### src/rtl/odo_pkg.sv
// ---------------------------------------------------------------------------
// odo_pkg - shared types and constants for the wheel odometry block
// States, datapath operation codes, controller/datapath buses, tables.
// ---------------------------------------------------------------------------
package odo_pkg;

  localparam int CORDIC_STEPS = 24;

  // phase lengths in cycles (multiplier bits, divider bits)
  localparam logic [6:0] LEN_TPC  = 7'd24;
  localparam logic [6:0] LEN_TPT  = 7'd28;
  localparam logic [6:0] LEN_TRIG = 7'd32;
  localparam logic [6:0] LEN_USEC = 7'd20;
  localparam logic [6:0] LEN_DIV  = 7'd72;
  localparam logic [6:0] LEN_CORD = 7'(CORDIC_STEPS);

  localparam logic [33:0] GAIN_Q30 = 34'd652032875;
  localparam logic [19:0] USEC     = 20'd1000000;

  localparam logic [23:0] TPC_RESET = 24'd148299;
  localparam logic [27:0] TPT_RESET = 28'd3616747;

  localparam logic [2:0] ADDR_TPC = 3'd0;
  localparam logic [2:0] ADDR_TPT = 3'd4;

  // atan(2^-i) in binary angle units
  localparam logic [31:0] ATAN_TAB [32] = '{
    32'd536870912, 32'd316933406, 32'd167458907, 32'd85004756, 32'd42667331,
    32'd21354465, 32'd10679838, 32'd5340245, 32'd2670163, 32'd1335087,
    32'd667544, 32'd333772, 32'd166886, 32'd83443, 32'd41722, 32'd20861,
    32'd10430, 32'd5215, 32'd2608, 32'd1304, 32'd652, 32'd326, 32'd163,
    32'd81, 32'd41, 32'd20, 32'd10, 32'd5, 32'd3, 32'd1, 32'd1, 32'd0
  };

  typedef enum logic [4:0] {
    ST_IDLE, ST_MUL_DIFF, ST_MUL_TURN, ST_HEAD, ST_MUL_DIST, ST_CORDIC,
    ST_MUL_X, ST_ACC_X, ST_VMUL_X, ST_DIV_X,
    ST_MUL_Y, ST_ACC_Y, ST_VMUL_Y, ST_DIV_Y,
    ST_MUL_RATE, ST_DIV_RATE, ST_OUT
  } state_t;

  typedef enum logic [3:0] {
    OP_NONE, OP_MUL_DIFF, OP_MUL_TURN, OP_HEAD, OP_MUL_DIST, OP_CORDIC,
    OP_MUL_X, OP_ACC_X, OP_VMUL, OP_DIV_X, OP_MUL_Y, OP_ACC_Y, OP_DIV_Y,
    OP_MUL_RATE, OP_DIV_RATE
  } op_t;

  typedef struct packed {
    logic       load;
    op_t        op;
    logic [6:0] cnt;
    logic       last;
    logic       out_load;
  } cmd_t;

  typedef struct packed {
    logic go;
  } sts_t;

  // sign plus magnitude to saturated 32 bit two's complement
  function automatic logic [31:0] sat_out(input logic neg, input logic [31:0] mag);
    logic [31:0] m;
    if (neg) begin
      m = (mag > 32'h8000_0000) ? 32'h8000_0000 : mag;
      sat_out = 32'(-m);
    end else begin
      sat_out = (mag > 32'h7fff_ffff) ? 32'h7fff_ffff : mag;
    end
  endfunction

endpackage

### src/rtl/odo_regs.sv
// ---------------------------------------------------------------------------
// odo_regs - configuration registers
// APB-style write/read of the two scale factors.
// ---------------------------------------------------------------------------
module odo_regs (
  input  logic        clk,
  input  logic        rst_n,
  input  logic        cfg_psel,
  input  logic        cfg_penable,
  input  logic        cfg_pwrite,
  input  logic [2:0]  cfg_paddr,
  input  logic [31:0] cfg_pwdata,
  output logic [31:0] cfg_prdata,
  output logic        cfg_pready,
  output logic [23:0] tpc,
  output logic [27:0] tpt
);
  import odo_pkg::*;

  logic [23:0] tpc_r;
  logic [27:0] tpt_r;
  logic        wr;

  assign cfg_pready = 1'b1;
  assign wr = cfg_psel && cfg_penable && cfg_pwrite;

  // decode on bit 2 only: register index is paddr/4
  always_ff @(posedge clk) begin
    if (!rst_n) begin
      tpc_r <= TPC_RESET;
      tpt_r <= TPT_RESET;
    end else if (wr) begin
      if (cfg_paddr[2] == ADDR_TPT[2]) begin
        tpt_r <= cfg_pwdata[27:0];
      end else begin
        tpc_r <= cfg_pwdata[23:0];
      end
    end
  end

  assign cfg_prdata = (cfg_paddr[2] == ADDR_TPT[2]) ? {4'b0, tpt_r} : {8'b0, tpc_r};
  assign tpc = tpc_r;
  assign tpt = tpt_r;
endmodule

### src/rtl/odo_ctrl.sv
// ---------------------------------------------------------------------------
// odo_ctrl - sequencer for the odometry datapath
// Walks the multiply, CORDIC and divide phases and owns the stream handshake.
// ---------------------------------------------------------------------------
module odo_ctrl (
  input  logic          clk,
  input  logic          rst_n,
  input  logic          in_tvalid,
  output logic          in_tready,
  output logic          out_tvalid,
  input  logic          out_tready,
  input  odo_pkg::sts_t sts,
  output odo_pkg::cmd_t cmd
);
  import odo_pkg::*;

  state_t     state_r, state_nxt;
  logic [6:0] cnt_r, cnt_nxt;
  logic [6:0] len;
  logic       last;
  logic       out_valid_r, out_valid_nxt;
  logic       out_free;

  assign out_free = !out_valid_r || out_tready;

  always_comb begin
    unique case (state_r)
      ST_MUL_DIFF, ST_MUL_DIST:        len = LEN_TPC;
      ST_MUL_TURN:                     len = LEN_TPT;
      ST_CORDIC:                       len = LEN_CORD;
      ST_MUL_X, ST_MUL_Y:              len = LEN_TRIG;
      ST_VMUL_X, ST_VMUL_Y, ST_MUL_RATE: len = LEN_USEC;
      ST_DIV_X, ST_DIV_Y, ST_DIV_RATE: len = LEN_DIV;
      default:                         len = 7'd1;
    endcase
  end

  assign last = (cnt_r == len - 7'd1);

  // next state
  always_comb begin
    state_nxt = state_r;
    unique case (state_r)
      ST_IDLE:     if (in_tvalid && sts.go) state_nxt = ST_MUL_DIFF;
      ST_MUL_DIFF: if (last) state_nxt = ST_MUL_TURN;
      ST_MUL_TURN: if (last) state_nxt = ST_HEAD;
      ST_HEAD:     state_nxt = ST_MUL_DIST;
      ST_MUL_DIST: if (last) state_nxt = ST_CORDIC;
      ST_CORDIC:   if (last) state_nxt = ST_MUL_X;
      ST_MUL_X:    if (last) state_nxt = ST_ACC_X;
      ST_ACC_X:    state_nxt = ST_VMUL_X;
      ST_VMUL_X:   if (last) state_nxt = ST_DIV_X;
      ST_DIV_X:    if (last) state_nxt = ST_MUL_Y;
      ST_MUL_Y:    if (last) state_nxt = ST_ACC_Y;
      ST_ACC_Y:    state_nxt = ST_VMUL_Y;
      ST_VMUL_Y:   if (last) state_nxt = ST_DIV_Y;
      ST_DIV_Y:    if (last) state_nxt = ST_MUL_RATE;
      ST_MUL_RATE: if (last) state_nxt = ST_DIV_RATE;
      ST_DIV_RATE: if (last) state_nxt = ST_OUT;
      ST_OUT:      if (out_free) state_nxt = ST_IDLE;
      default:     state_nxt = ST_IDLE;
    endcase
    cnt_nxt = (state_nxt != state_r) ? 7'd0 : cnt_r + 7'd1;
  end

  // outputs
  always_comb begin
    in_tready    = (state_r == ST_IDLE);
    cmd.load     = in_tvalid && (state_r == ST_IDLE);
    cmd.cnt      = cnt_r;
    cmd.last     = last;
    cmd.out_load = (state_r == ST_OUT) && out_free;
    unique case (state_r)
      ST_MUL_DIFF:          cmd.op = OP_MUL_DIFF;
      ST_MUL_TURN:          cmd.op = OP_MUL_TURN;
      ST_HEAD:              cmd.op = OP_HEAD;
      ST_MUL_DIST:          cmd.op = OP_MUL_DIST;
      ST_CORDIC:            cmd.op = OP_CORDIC;
      ST_MUL_X:             cmd.op = OP_MUL_X;
      ST_ACC_X:             cmd.op = OP_ACC_X;
      ST_VMUL_X, ST_VMUL_Y: cmd.op = OP_VMUL;
      ST_DIV_X:             cmd.op = OP_DIV_X;
      ST_MUL_Y:             cmd.op = OP_MUL_Y;
      ST_ACC_Y:             cmd.op = OP_ACC_Y;
      ST_DIV_Y:             cmd.op = OP_DIV_Y;
      ST_MUL_RATE:          cmd.op = OP_MUL_RATE;
      ST_DIV_RATE:          cmd.op = OP_DIV_RATE;
      default:              cmd.op = OP_NONE;
    endcase
  end

  always_comb begin
    out_valid_nxt = out_valid_r;
    if (out_tready) out_valid_nxt = 1'b0;
    if (cmd.out_load) out_valid_nxt = 1'b1;
  end

  assign out_tvalid = out_valid_r;

  always_ff @(posedge clk) begin
    if (!rst_n) begin
      state_r     <= ST_IDLE;
      cnt_r       <= 7'd0;
      out_valid_r <= 1'b0;
    end else begin
      state_r     <= state_nxt;
      cnt_r       <= cnt_nxt;
      out_valid_r <= out_valid_nxt;
    end
  end
endmodule

### src/rtl/odo_dp.sv
// ---------------------------------------------------------------------------
// odo_dp - odometry datapath
// Shared shift-add multiplier, restoring divider, CORDIC rotator, pose state.
// ---------------------------------------------------------------------------
module odo_dp (
  input  logic          clk,
  input  logic          rst_n,
  input  odo_pkg::cmd_t cmd,
  output odo_pkg::sts_t sts,
  input  logic [31:0]   count_left_rear,
  input  logic [31:0]   count_right_rear,
  input  logic [31:0]   count_left_front,
  input  logic [31:0]   count_right_front,
  input  logic [47:0]   stamp_us,
  input  logic [23:0]   tpc,
  input  logic [27:0]   tpt,
  output logic [31:0]   pos_x,
  output logic [31:0]   pos_y,
  output logic [31:0]   heading,
  output logic [31:0]   vel_x,
  output logic [31:0]   vel_y,
  output logic [31:0]   turn_rate
);
  import odo_pkg::*;

  // history and pose (control state)
  logic               have_prev_r;
  logic signed [32:0] prev_l_r, prev_r_r;
  logic [47:0]        prev_stamp_r;
  logic signed [47:0] acc_x_r, acc_y_r;
  logic [31:0]        heading_r;

  // per-sample working registers
  logic signed [34:0] diff_r, sum_r;
  logic [47:0]        dt_r;
  logic [63:0]        p1_r;
  logic [31:0]        dth_r;
  logic [57:0]        dmag_r;
  logic signed [33:0] x_r, y_r, z_r;
  logic               flip_r;
  logic [50:0]        mag_r;
  logic               neg_r;
  logic [71:0]        nvel_r;
  logic [95:0]        acc_r;
  logic [47:0]        rem_r;
  logic [71:0]        quo_r;
  logic [31:0]        vx_r, vy_r, rate_r;
  logic [31:0]        o_px_r, o_py_r, o_hd_r, o_vx_r, o_vy_r, o_tr_r;

  // sample front end
  logic signed [32:0] ls, rs;
  logic signed [33:0] dl, dr;
  assign ls = {count_left_rear[31], count_left_rear} + {count_left_front[31], count_left_front};
  assign rs = {count_right_rear[31], count_right_rear}
            + {count_right_front[31], count_right_front};
  assign dl = {ls[32], ls} - {prev_l_r[32], prev_l_r};
  assign dr = {rs[32], rs} - {prev_r_r[32], prev_r_r};
  assign sts.go = have_prev_r && (stamp_us > prev_stamp_r);

  // trig terms after the half-turn fold
  logic signed [33:0] cx, sy, cabs, sabs;
  logic [34:0]        abs_sum;
  logic [31:0]        tmag;
  assign cx      = flip_r ? -x_r : x_r;
  assign sy      = flip_r ? -y_r : y_r;
  assign cabs    = cx[33] ? -cx : cx;
  assign sabs    = sy[33] ? -sy : sy;
  assign abs_sum = sum_r[34] ? 35'(-sum_r) : 35'(sum_r);
  assign tmag    = dth_r[31] ? 32'(-dth_r) : dth_r;

  // shared multiplier, b left aligned and scanned MSB first
  logic [63:0] a_sel;
  logic [31:0] b_sel;
  logic        is_mul;
  always_comb begin
    is_mul = 1'b1;
    unique case (cmd.op)
      OP_MUL_DIFF: begin a_sel = 64'(diff_r); b_sel = {tpc, 8'b0}; end
      OP_MUL_TURN: begin a_sel = p1_r; b_sel = {tpt, 4'b0}; end
      OP_MUL_DIST: begin a_sel = 64'(abs_sum); b_sel = {tpc, 8'b0}; end
      OP_MUL_X:    begin a_sel = 64'(dmag_r); b_sel = cabs[31:0]; end
      OP_MUL_Y:    begin a_sel = 64'(dmag_r); b_sel = sabs[31:0]; end
      OP_VMUL:     begin a_sel = 64'(mag_r); b_sel = {USEC, 12'b0}; end
      OP_MUL_RATE: begin a_sel = 64'(tmag); b_sel = {USEC, 12'b0}; end
      default:     begin a_sel = 64'd0; b_sel = 32'd0; is_mul = 1'b0; end
    endcase
  end

  logic        bbit;
  logic [95:0] acc_base, acc_nxt, rnd;
  assign bbit     = b_sel[~cmd.cnt[4:0]];
  assign acc_base = (cmd.cnt == 7'd0) ? 96'd0 : acc_r;
  assign acc_nxt  = {acc_base[94:0], 1'b0} + (bbit ? {32'd0, a_sel} : 96'd0);
  assign rnd      = acc_nxt + (96'd1 << 39);

  logic [63:0] dth_sum;
  assign dth_sum = acc_nxt[63:0] + 64'h1_0000;

  // restoring divider by dt, numerator MSB first
  logic        nbit, ge;
  logic [47:0] rem_base, rem_nxt;
  logic [48:0] r_sh;
  logic [71:0] quo_nxt;
  assign nbit     = nvel_r[7'd71 - cmd.cnt];
  assign rem_base = (cmd.cnt == 7'd0) ? 48'd0 : rem_r;
  assign r_sh     = {rem_base, nbit};
  assign ge       = r_sh >= {1'b0, dt_r};
  assign rem_nxt  = ge ? 48'(r_sh - {1'b0, dt_r}) : r_sh[47:0];
  assign quo_nxt  = {((cmd.cnt == 7'd0) ? 71'd0 : quo_r[70:0]), ge};

  logic [31:0] vmag, qrate;
  logic [47:0] qcap;
  assign vmag  = (quo_nxt > 72'h8000_0000) ? 32'h8000_0000 : quo_nxt[31:0];
  assign qcap  = (quo_nxt > 72'h8000_0000_0000) ? 48'h8000_0000_0000 : quo_nxt[47:0];
  assign qrate = qcap[47:16];

  // heading update and CORDIC set-up
  logic [31:0] head_nxt, ang;
  logic        fold;
  assign head_nxt = heading_r + dth_r;
  assign fold     = head_nxt[31] ^ head_nxt[30];
  assign ang      = {head_nxt[31] ^ fold, head_nxt[30:0]};

  // CORDIC micro-rotation
  logic signed [33:0] xs, ys, at;
  assign xs = x_r >>> cmd.cnt[4:0];
  assign ys = y_r >>> cmd.cnt[4:0];
  assign at = signed'({2'b00, ATAN_TAB[cmd.cnt[4:0]]});

  // saturating pose accumulate
  logic signed [51:0] inc;
  logic signed [52:0] accs;
  logic signed [47:0] acc_sel, acc_sat;
  assign inc     = neg_r ? -signed'({1'b0, mag_r}) : signed'({1'b0, mag_r});
  assign acc_sel = (cmd.op == OP_ACC_Y) ? acc_y_r : acc_x_r;
  assign accs    = 53'(acc_sel) + 53'(inc);
  always_comb begin
    if (accs > 53'sh7fff_ffff_ffff)       acc_sat = 48'sh7fff_ffff_ffff;
    else if (accs < -53'sh8000_0000_0000) acc_sat = 48'sh8000_0000_0000;
    else                                  acc_sat = accs[47:0];
  end

  function automatic logic [31:0] pos_clip(input logic signed [47:0] v);
    if (v > 48'sh7fff_ffff)       pos_clip = 32'h7fff_ffff;
    else if (v < -48'sh8000_0000) pos_clip = 32'h8000_0000;
    else                          pos_clip = v[31:0];
  endfunction

  // control state: history flag and pose
  always_ff @(posedge clk) begin
    if (!rst_n) begin
      have_prev_r <= 1'b0;
      acc_x_r     <= '0;
      acc_y_r     <= '0;
      heading_r   <= '0;
    end else begin
      if (cmd.load) have_prev_r <= 1'b1;
      if (cmd.op == OP_HEAD) heading_r <= head_nxt;
      if (cmd.op == OP_ACC_X) acc_x_r <= acc_sat;
      if (cmd.op == OP_ACC_Y) acc_y_r <= acc_sat;
    end
  end

  // payload
  always_ff @(posedge clk) begin
    if (cmd.load) begin
      prev_l_r     <= ls;
      prev_r_r     <= rs;
      prev_stamp_r <= stamp_us;
      dt_r         <= stamp_us - prev_stamp_r;
      diff_r       <= {dr[33], dr} - {dl[33], dl};
      sum_r        <= {dl[33], dl} + {dr[33], dr};
    end
    if (is_mul) acc_r <= acc_nxt;
    if (cmd.last) begin
      unique case (cmd.op)
        OP_MUL_DIFF: p1_r <= acc_nxt[63:0];
        OP_MUL_TURN: dth_r <= dth_sum[48:17];
        OP_MUL_DIST: dmag_r <= acc_nxt[57:0];
        OP_MUL_X: begin mag_r <= rnd[90:40]; neg_r <= sum_r[34] ^ cx[33]; end
        OP_MUL_Y: begin mag_r <= rnd[90:40]; neg_r <= sum_r[34] ^ sy[33]; end
        OP_VMUL, OP_MUL_RATE: nvel_r <= acc_nxt[71:0];
        OP_DIV_X:    vx_r <= sat_out(neg_r, vmag);
        OP_DIV_Y:    vy_r <= sat_out(neg_r, vmag);
        OP_DIV_RATE: rate_r <= sat_out(dth_r[31], qrate);
        default: ;
      endcase
    end
    if (cmd.op == OP_DIV_X || cmd.op == OP_DIV_Y || cmd.op == OP_DIV_RATE) begin
      rem_r <= rem_nxt;
      quo_r <= quo_nxt;
    end
    if (cmd.op == OP_HEAD) begin
      x_r    <= GAIN_Q30;
      y_r    <= '0;
      z_r    <= 34'(signed'(ang));
      flip_r <= fold;
    end
    if (cmd.op == OP_CORDIC) begin
      if (!z_r[33]) begin
        x_r <= x_r - ys;
        y_r <= y_r + xs;
        z_r <= z_r - at;
      end else begin
        x_r <= x_r + ys;
        y_r <= y_r - xs;
        z_r <= z_r + at;
      end
    end
    if (cmd.out_load) begin
      o_px_r <= pos_clip(acc_x_r);
      o_py_r <= pos_clip(acc_y_r);
      o_hd_r <= heading_r;
      o_vx_r <= vx_r;
      o_vy_r <= vy_r;
      o_tr_r <= rate_r;
    end
  end

  assign pos_x     = o_px_r;
  assign pos_y     = o_py_r;
  assign heading   = o_hd_r;
  assign vel_x     = o_vx_r;
  assign vel_y     = o_vy_r;
  assign turn_rate = o_tr_r;
endmodule

### src/rtl/diff_drive_odometry.sv
// Flow: an accepted sample runs the multiplier bit passes, the CORDIC
//   rotation, three 72-bit divides and glue states before out_tvalid.
// One sample is processed at a time, on the single shared shift-add
//   multiplier and restoring divider; a dropped sample leaves it idle.
// Reset (rst_n low, synchronous): clears pose, heading and sample history,
//   drops any pending result and reloads both scale registers to defaults.
// ---------------------------------------------------------------------------
// diff_drive_odometry - differential drive wheel odometry
// Four encoder totals plus time stamp in; pose, heading and velocities out.
// ---------------------------------------------------------------------------
module diff_drive_odometry (
  input  logic         clk,
  input  logic         rst_n,
  // sample beat
  input  logic         in_tvalid,
  output logic         in_tready,
  // count_left_rear, count_right_rear, count_left_front, count_right_front,
  // stamp_us (lowest bits first)
  input  logic [175:0] in_tdata,
  // result beat
  output logic         out_tvalid,
  input  logic         out_tready,
  // pos_x, pos_y, heading, vel_x, vel_y, turn_rate (lowest bits first)
  output logic [191:0] out_tdata,
  // configuration
  input  logic         cfg_psel,
  input  logic         cfg_penable,
  input  logic         cfg_pwrite,
  input  logic [2:0]   cfg_paddr,
  input  logic [31:0]  cfg_pwdata,
  output logic [31:0]  cfg_prdata,
  output logic         cfg_pready
);
  import odo_pkg::*;

  cmd_t        cmd;
  sts_t        sts;
  logic [23:0] tpc;
  logic [27:0] tpt;
  logic [31:0] pos_x, pos_y, heading, vel_x, vel_y, turn_rate;

  // scale factors: travel per count (0x0), turn per travel (0x4)
  odo_regs u_regs (
    .clk, .rst_n, .cfg_psel, .cfg_penable, .cfg_pwrite, .cfg_paddr,
    .cfg_pwdata, .cfg_prdata, .cfg_pready, .tpc, .tpt
  );

  // sequencer: accepts a beat in idle, a non-advancing stamp returns to idle
  // at once, otherwise steps through the phases and parks the result in the
  // output register so the next beat can be taken while it waits.
  odo_ctrl u_ctrl (
    .clk, .rst_n, .in_tvalid, .in_tready, .out_tvalid, .out_tready,
    .sts, .cmd
  );

  odo_dp u_dp (
    .clk, .rst_n, .cmd, .sts,
    .count_left_rear   (in_tdata[31:0]),
    .count_right_rear  (in_tdata[63:32]),
    .count_left_front  (in_tdata[95:64]),
    .count_right_front (in_tdata[127:96]),
    .stamp_us          (in_tdata[175:128]),
    .tpc, .tpt,
    .pos_x, .pos_y, .heading, .vel_x, .vel_y, .turn_rate
  );

  assign out_tdata = {turn_rate, vel_y, vel_x, heading, pos_y, pos_x};
endmodule

### config.mk
export PLATFORM = sky130hd
export DESIGN_NAME = diff_drive_odometry
export DESIGN_NICKNAME = d
export VERILOG_FILES = /design/src/rtl/odo_pkg.sv /design/src/rtl/odo_regs.sv /design/src/rtl/odo_ctrl.sv /design/src/rtl/odo_dp.sv /design/src/rtl/diff_drive_odometry.sv
export SDC_FILE = /design/constraint.sdc
export NUM_CORES = 2
export LEC_CHECK = 0
export BUFFER_PORTS_ARGS = -buffer_cell sky130_fd_sc_hd__buf_2
export CORE_MARGIN = 10
export CORE_UTILIZATION = 45
export CTS_BUF_LIST = sky130_fd_sc_hd__clkbuf_4 sky130_fd_sc_hd__clkbuf_8 sky130_fd_sc_hd__clkbuf_16
export DETAILED_ROUTE_END_ITERATION = 8
export GPL_ROUTABILITY_DRIVEN = 1
export PLACE_DENSITY = 0.7
export SYNTH_ARGS = -nofsm -noshare
export SYNTH_HDL_FRONTEND = slang
export SYNTH_SLANG_ARGS = --single-unit
### constraint.sdc
create_clock -name clk -period 11.45 [get_ports clk]
set_clock_uncertainty 0.15 [all_clocks]
set_input_delay 1.145 -clock clk [delete_from_list [all_inputs] [get_ports clk]]
set_output_delay 1.145 -clock clk [all_outputs]
set_load 0.1 [all_outputs]
==> results.md <==
| Group | Result | This run |
|---|---|---|
| run status | Run status | completed |
| final layout | Nets | 10900 |
| critical path | Slowest stage delay, CP | 0.97 ns |
| clock network | Number of gates given a new drive strength after cts | 0 |
| die | Horizontal die dimension | 475 µm |
| detailed routing | Number of design rule violations left after detail routing | 0 |
| clock network | Number of H-tree levels | 4 |
| critical path | Worst Setup End Kind | flop |
| min path | Classification of the worst-slack hold path | reg2reg |
| global route | Global route total overflow | 0 |
| sta | Accumulated negative setup slack | 0 ns |
| final layout | Fraction of layout cells with a size suffix above 1 | 11.9% |
| detailed routing | DR vias | 78600 |
| sta | Slew at the pin with the worst max-slew slack | 1.31 ns |
| sta | Setup violation total in the final timing report | 0 |
| power and ir drop | Peak ir drop on the vdd network | 0.216 mV |
| detailed routing | Iteration-0 DRC Markers | 8333 |
| clock network | Total CTS buffers | 151 |
| clock network | Sink Count | 1313 |
| sta | Worst hold slack after final layout | 0.260 ns |
| place | Count of buffers inserted at the top-level ports | 433 |
| synth | Number of synthesized flops with an enable pin | 1109 |
| synth | Flip-flop and latch count after synthesis | 1313 |
| synth | Netlist Area Pre-Place | 93000 µm² |
| critical path | Peak fanout along the critical path | 13 |
| global route | Met3 track demand over resource in global routing | 4.10% |
| final layout | Highest-count cells in the layout ignoring fill and taps | sky130_fd_sc_hd__edfxtp_1, sky130_fd_sc_hd__nand2_1, sky130_fd_sc_hd__a21oi_1 |
| synth | Synth warn | 0 |
| power and ir drop | Leakage component of the power | 40.9 nW |
| die | Die Area | 225000 µm² |
| die | Core Footprint | 205000 µm² |
| critical path | Required time of the critical path | 11.85 ns |
| critical path | Slowest stage cell on the critical path | sky130_fd_sc_hd__a2111oi_2 |
| sta | Final worst setup slack | 0.574 ns |
| job | Maxcap violations | 0 |
| global route | First-pass GRT wire length | 444 mm |
| sta | Setup repair after global routing missed its margin | false |
| synth | Portion of the post-synthesis area used by sequential elements | 40.2% |
| detailed routing | Antenna violation net count after detailed routing | 0 |
| place | GP Congestion | 0.972 |
| synth | Predominant post-synthesis flop cell | sky130_fd_sc_hd__edfxtp_1 |
| synth | Synthesized area per cell | 9.50 µm² |
| synth | FFs w/ async S/R, synth | 0% |
| clock network | Number of buffers inserted to repair setup after CTS | 0 |
| power and ir drop | Overall power of the completed layout | 0.0193 W |
| die | IO Count | 445 |
| clock network | Root Driver | sky130_fd_sc_hd__clkbuf_16 |
| synth | Instance count of the mapped netlist | 9781 |
| sta | Final hold viol count | 0 |
| global route | GRT Overall Usage | 24.9% |
| global route | Met2 Resource Use GR | 39.8% |
| global route | Maximum number of pins on one net before global-route repair | 103 |
| global route | Most Crowded Layer GR | met2 |
| clock network | Max Buffers Root-to-Sink | 3 |
| critical path | Crit path arrival time | 11.28 ns |
| clock network | Hold Buf Count CTS | 0 |
| final layout | Area added between synthesis and finish | 11.1% |
| clock network | Clock-pin transition on the worst setup and hold timing paths | 0.07 ns |
| place | Total half-perimeter wirelength after legalization and detailed placement | 221 mm |
| global route | Met1 capacity usage during global routing | 33.4% |
| detailed routing | Number of detailed-route iterations in the first pass | 6 |
| synth | Number of different library cells in the post-synthesis netlist | 101 |
| detailed routing | Detail-routed net length per standard cell | 22.7 µm |
| detailed routing | Drt total wl | 292 mm |
| global route | Vias in the first global route | 75600 |
| final layout | Commonest non-fill, non-tap cell in the layout | sky130_fd_sc_hd__edfxtp_1 |
| final layout | Sequential cell area in the final layout | 37400 µm² |
| detailed routing | Post-detailed-route via-to-cell ratio | 6.11 |
| power and ir drop | Power per cell area | 187 nW/µm² |
| sta | Final number of max-transition violations | 0 |
| critical path | Kind of critical path | reg2reg |
| sta | Slew margin rel. | 11.9% |
| clock network | Clock tree from TritonCTS | done |
| sta | Peak clock frequency supported by timing | 91.9 MHz |
| die | Site Rows | 166 |
| clock network | Insertion delay of the later-clocked pin in the worst-skew pair | 0.84 ns |
| critical path | Launching element type of the critical path | flop |
| final layout | Fillers | 18500 |
| global route | Antenna violations before repair | 9 |
| place | Setup slack at placement | 0.800 ns |
| sta | Post-route clock period utilization | 95.0% |
| die | Effective utilization at floorplan | 45.3% |
| die | Die height | 475 µm |
| final layout | Multi-input gate area in the final layout | 52200 µm² |
| sta | Time the worst path needs with I/O delays and setup | 10.88 ns |
-- cells in the mapped netlist, types with 103 or more instances --
cell type | count | share of area [%]
sky130_fd_sc_hd__xnor2_1 | 590 | 5.6
sky130_fd_sc_hd__mux4_2 | 108 | 2.6
sky130_fd_sc_hd__xor2_1 | 288 | 2.7
sky130_fd_sc_hd__a21oi_1 | 710 | 3.8
sky130_fd_sc_hd__and2_1 | 213 | 1.4
sky130_fd_sc_hd__nand4_1 | 119 | 0.80
sky130_fd_sc_hd__clkbuf_1 | 411 | 1.7
sky130_fd_sc_hd__nor2b_1 | 106 | 0.71
sky130_fd_sc_hd__nand3_1 | 201 | 1.1
sky130_fd_sc_hd__o21ai_0 | 533 | 2.9
sky130_fd_sc_hd__nor2_1 | 695 | 2.8
sky130_fd_sc_hd__dfxtp_1 | 204 | 4.4
sky130_fd_sc_hd__nor3_1 | 196 | 1.1
sky130_fd_sc_hd__a31oi_1 | 103 | 0.69
sky130_fd_sc_hd__a211oi_1 | 127 | 1.0
sky130_fd_sc_hd__nand2b_1 | 124 | 0.83
sky130_fd_sc_hd__nand2_1 | 1010 | 4.1
sky130_fd_sc_hd__inv_1 | 456 | 1.8
sky130_fd_sc_hd__edfxtp_1 | 1109 | 36
sky130_fd_sc_hd__ha_1 | 567 | 7.6
sky130_fd_sc_hd__a21o_1 | 310 | 2.5
-- cells by family after synthesis --
| kind of cell | count (synthesis) | share of synthesized area, % |
|---|---|---|
| flops | 1313 | 40.2 |
| fa+ha+maj | 581 | 7.93 |
| mux | 216 | 3.85 |
| simple gates | 3086 | 16.0 |
| xor+xnor | 879 | 8.29 |
| other cells | 2 | 0.00808 |
| buf+inv | 950 | 3.95 |
| compound gates | 2754 | 19.8 |
-- critical path: cells and delay by family (launching register included) --
family / cells / cell delay [ns]
AO/OA/AOI/OAI: 14 / 4.87
AND/OR/NAND/NOR: 9 / 3.11
adder cells (fa/ha/maj): 3 / 0.77
flip-flops: 1 / 0.54
XOR/XNOR: 3 / 0.67
buffers and inverters: 2 / 0.42
-- power by group --
part / internal [W] / switching (W) / total (W)
registers: 0.00593 / 0.000211 / 0.00615
clock network: 0.00286 / 0.00213 / 0.00499
logic: 0.00319 / 0.00502 / 0.00821
total: 0.0120 / 0.00736 / 0.0193
-- stage by stage --
stage | std cells | util [%] | cell area, µm²
6_report | 12900 | 50.4 | 103000
5_1_grt | 12900 | 50.4 | 103000
3_5_place_dp | 12600 | 47.9 | 98100
3_3_place_gp | 12600 | 47.9 | 98100
2_1_floorplan | 9784 | - | 93000
4_1_cts | 12900 | 50.4 | 103000
-- layer usage --
metal / wire (µm) / vias to the layer above / part of all wire, %
met1: 124000 / 37900 / 43
met3: 22800 / 583 / 7.8
li1: - / 36800 / -
met4: 13300 / 4 / 4.5
met2: 132000 / 3350 / 45
met5: 23 / - / 0.0079
-- flip-flops by register name, summed over array words and instances (netlist names), 35 cells and up, named ones only --
register / count
u_dp.rem_r: 48
u_dp.dt_r: 48
u_dp.acc_y_r: 48
u_dp.dmag_r: 58
u_dp.acc_r: 90
u_dp.acc_x_r: 48
u_dp.p1_r: 64
u_dp.prev_stamp_r: 48
u_dp.quo_r: 71
u_dp.nvel_r: 72
u_dp.mag_r: 51
u_dp.sum_r: 35
-- final cells by class --
cell class	count	area share (%)
clock inverters	88	0.893
inverters	463	1.68
flip-flops and latches	1313	36.2
multi-input cells	7521	50.5
well taps	2688	3.26
repair buffers	606	3.37
diodes	3	0.00727
clock buffers	191	4.06
-- worst paths after layout --
| check | cells after the start | slack (ns) | end | from |
|---|---|---|---|---|
| max reg2reg | 31 | 0.57 | u_dp.mag_r[49]$_DFFE_PP_ | u_dp.y_r[0]$_SDFFCE_PP0P_ |
| max | 31 | 0.57 | u_dp.mag_r[49]$_DFFE_PP_ | u_dp.y_r[0]$_SDFFCE_PP0P_ |
| min reg2reg | 0 | 0.26 | u_dp.turn_rate[6]$_DFFE_PP_ | u_dp.rate_r[6]$_DFFE_PP_ |
| min | 0 | 0.26 | u_dp.turn_rate[6]$_DFFE_PP_ | u_dp.rate_r[6]$_DFFE_PP_ |
(Power assumes the default switching activity.)
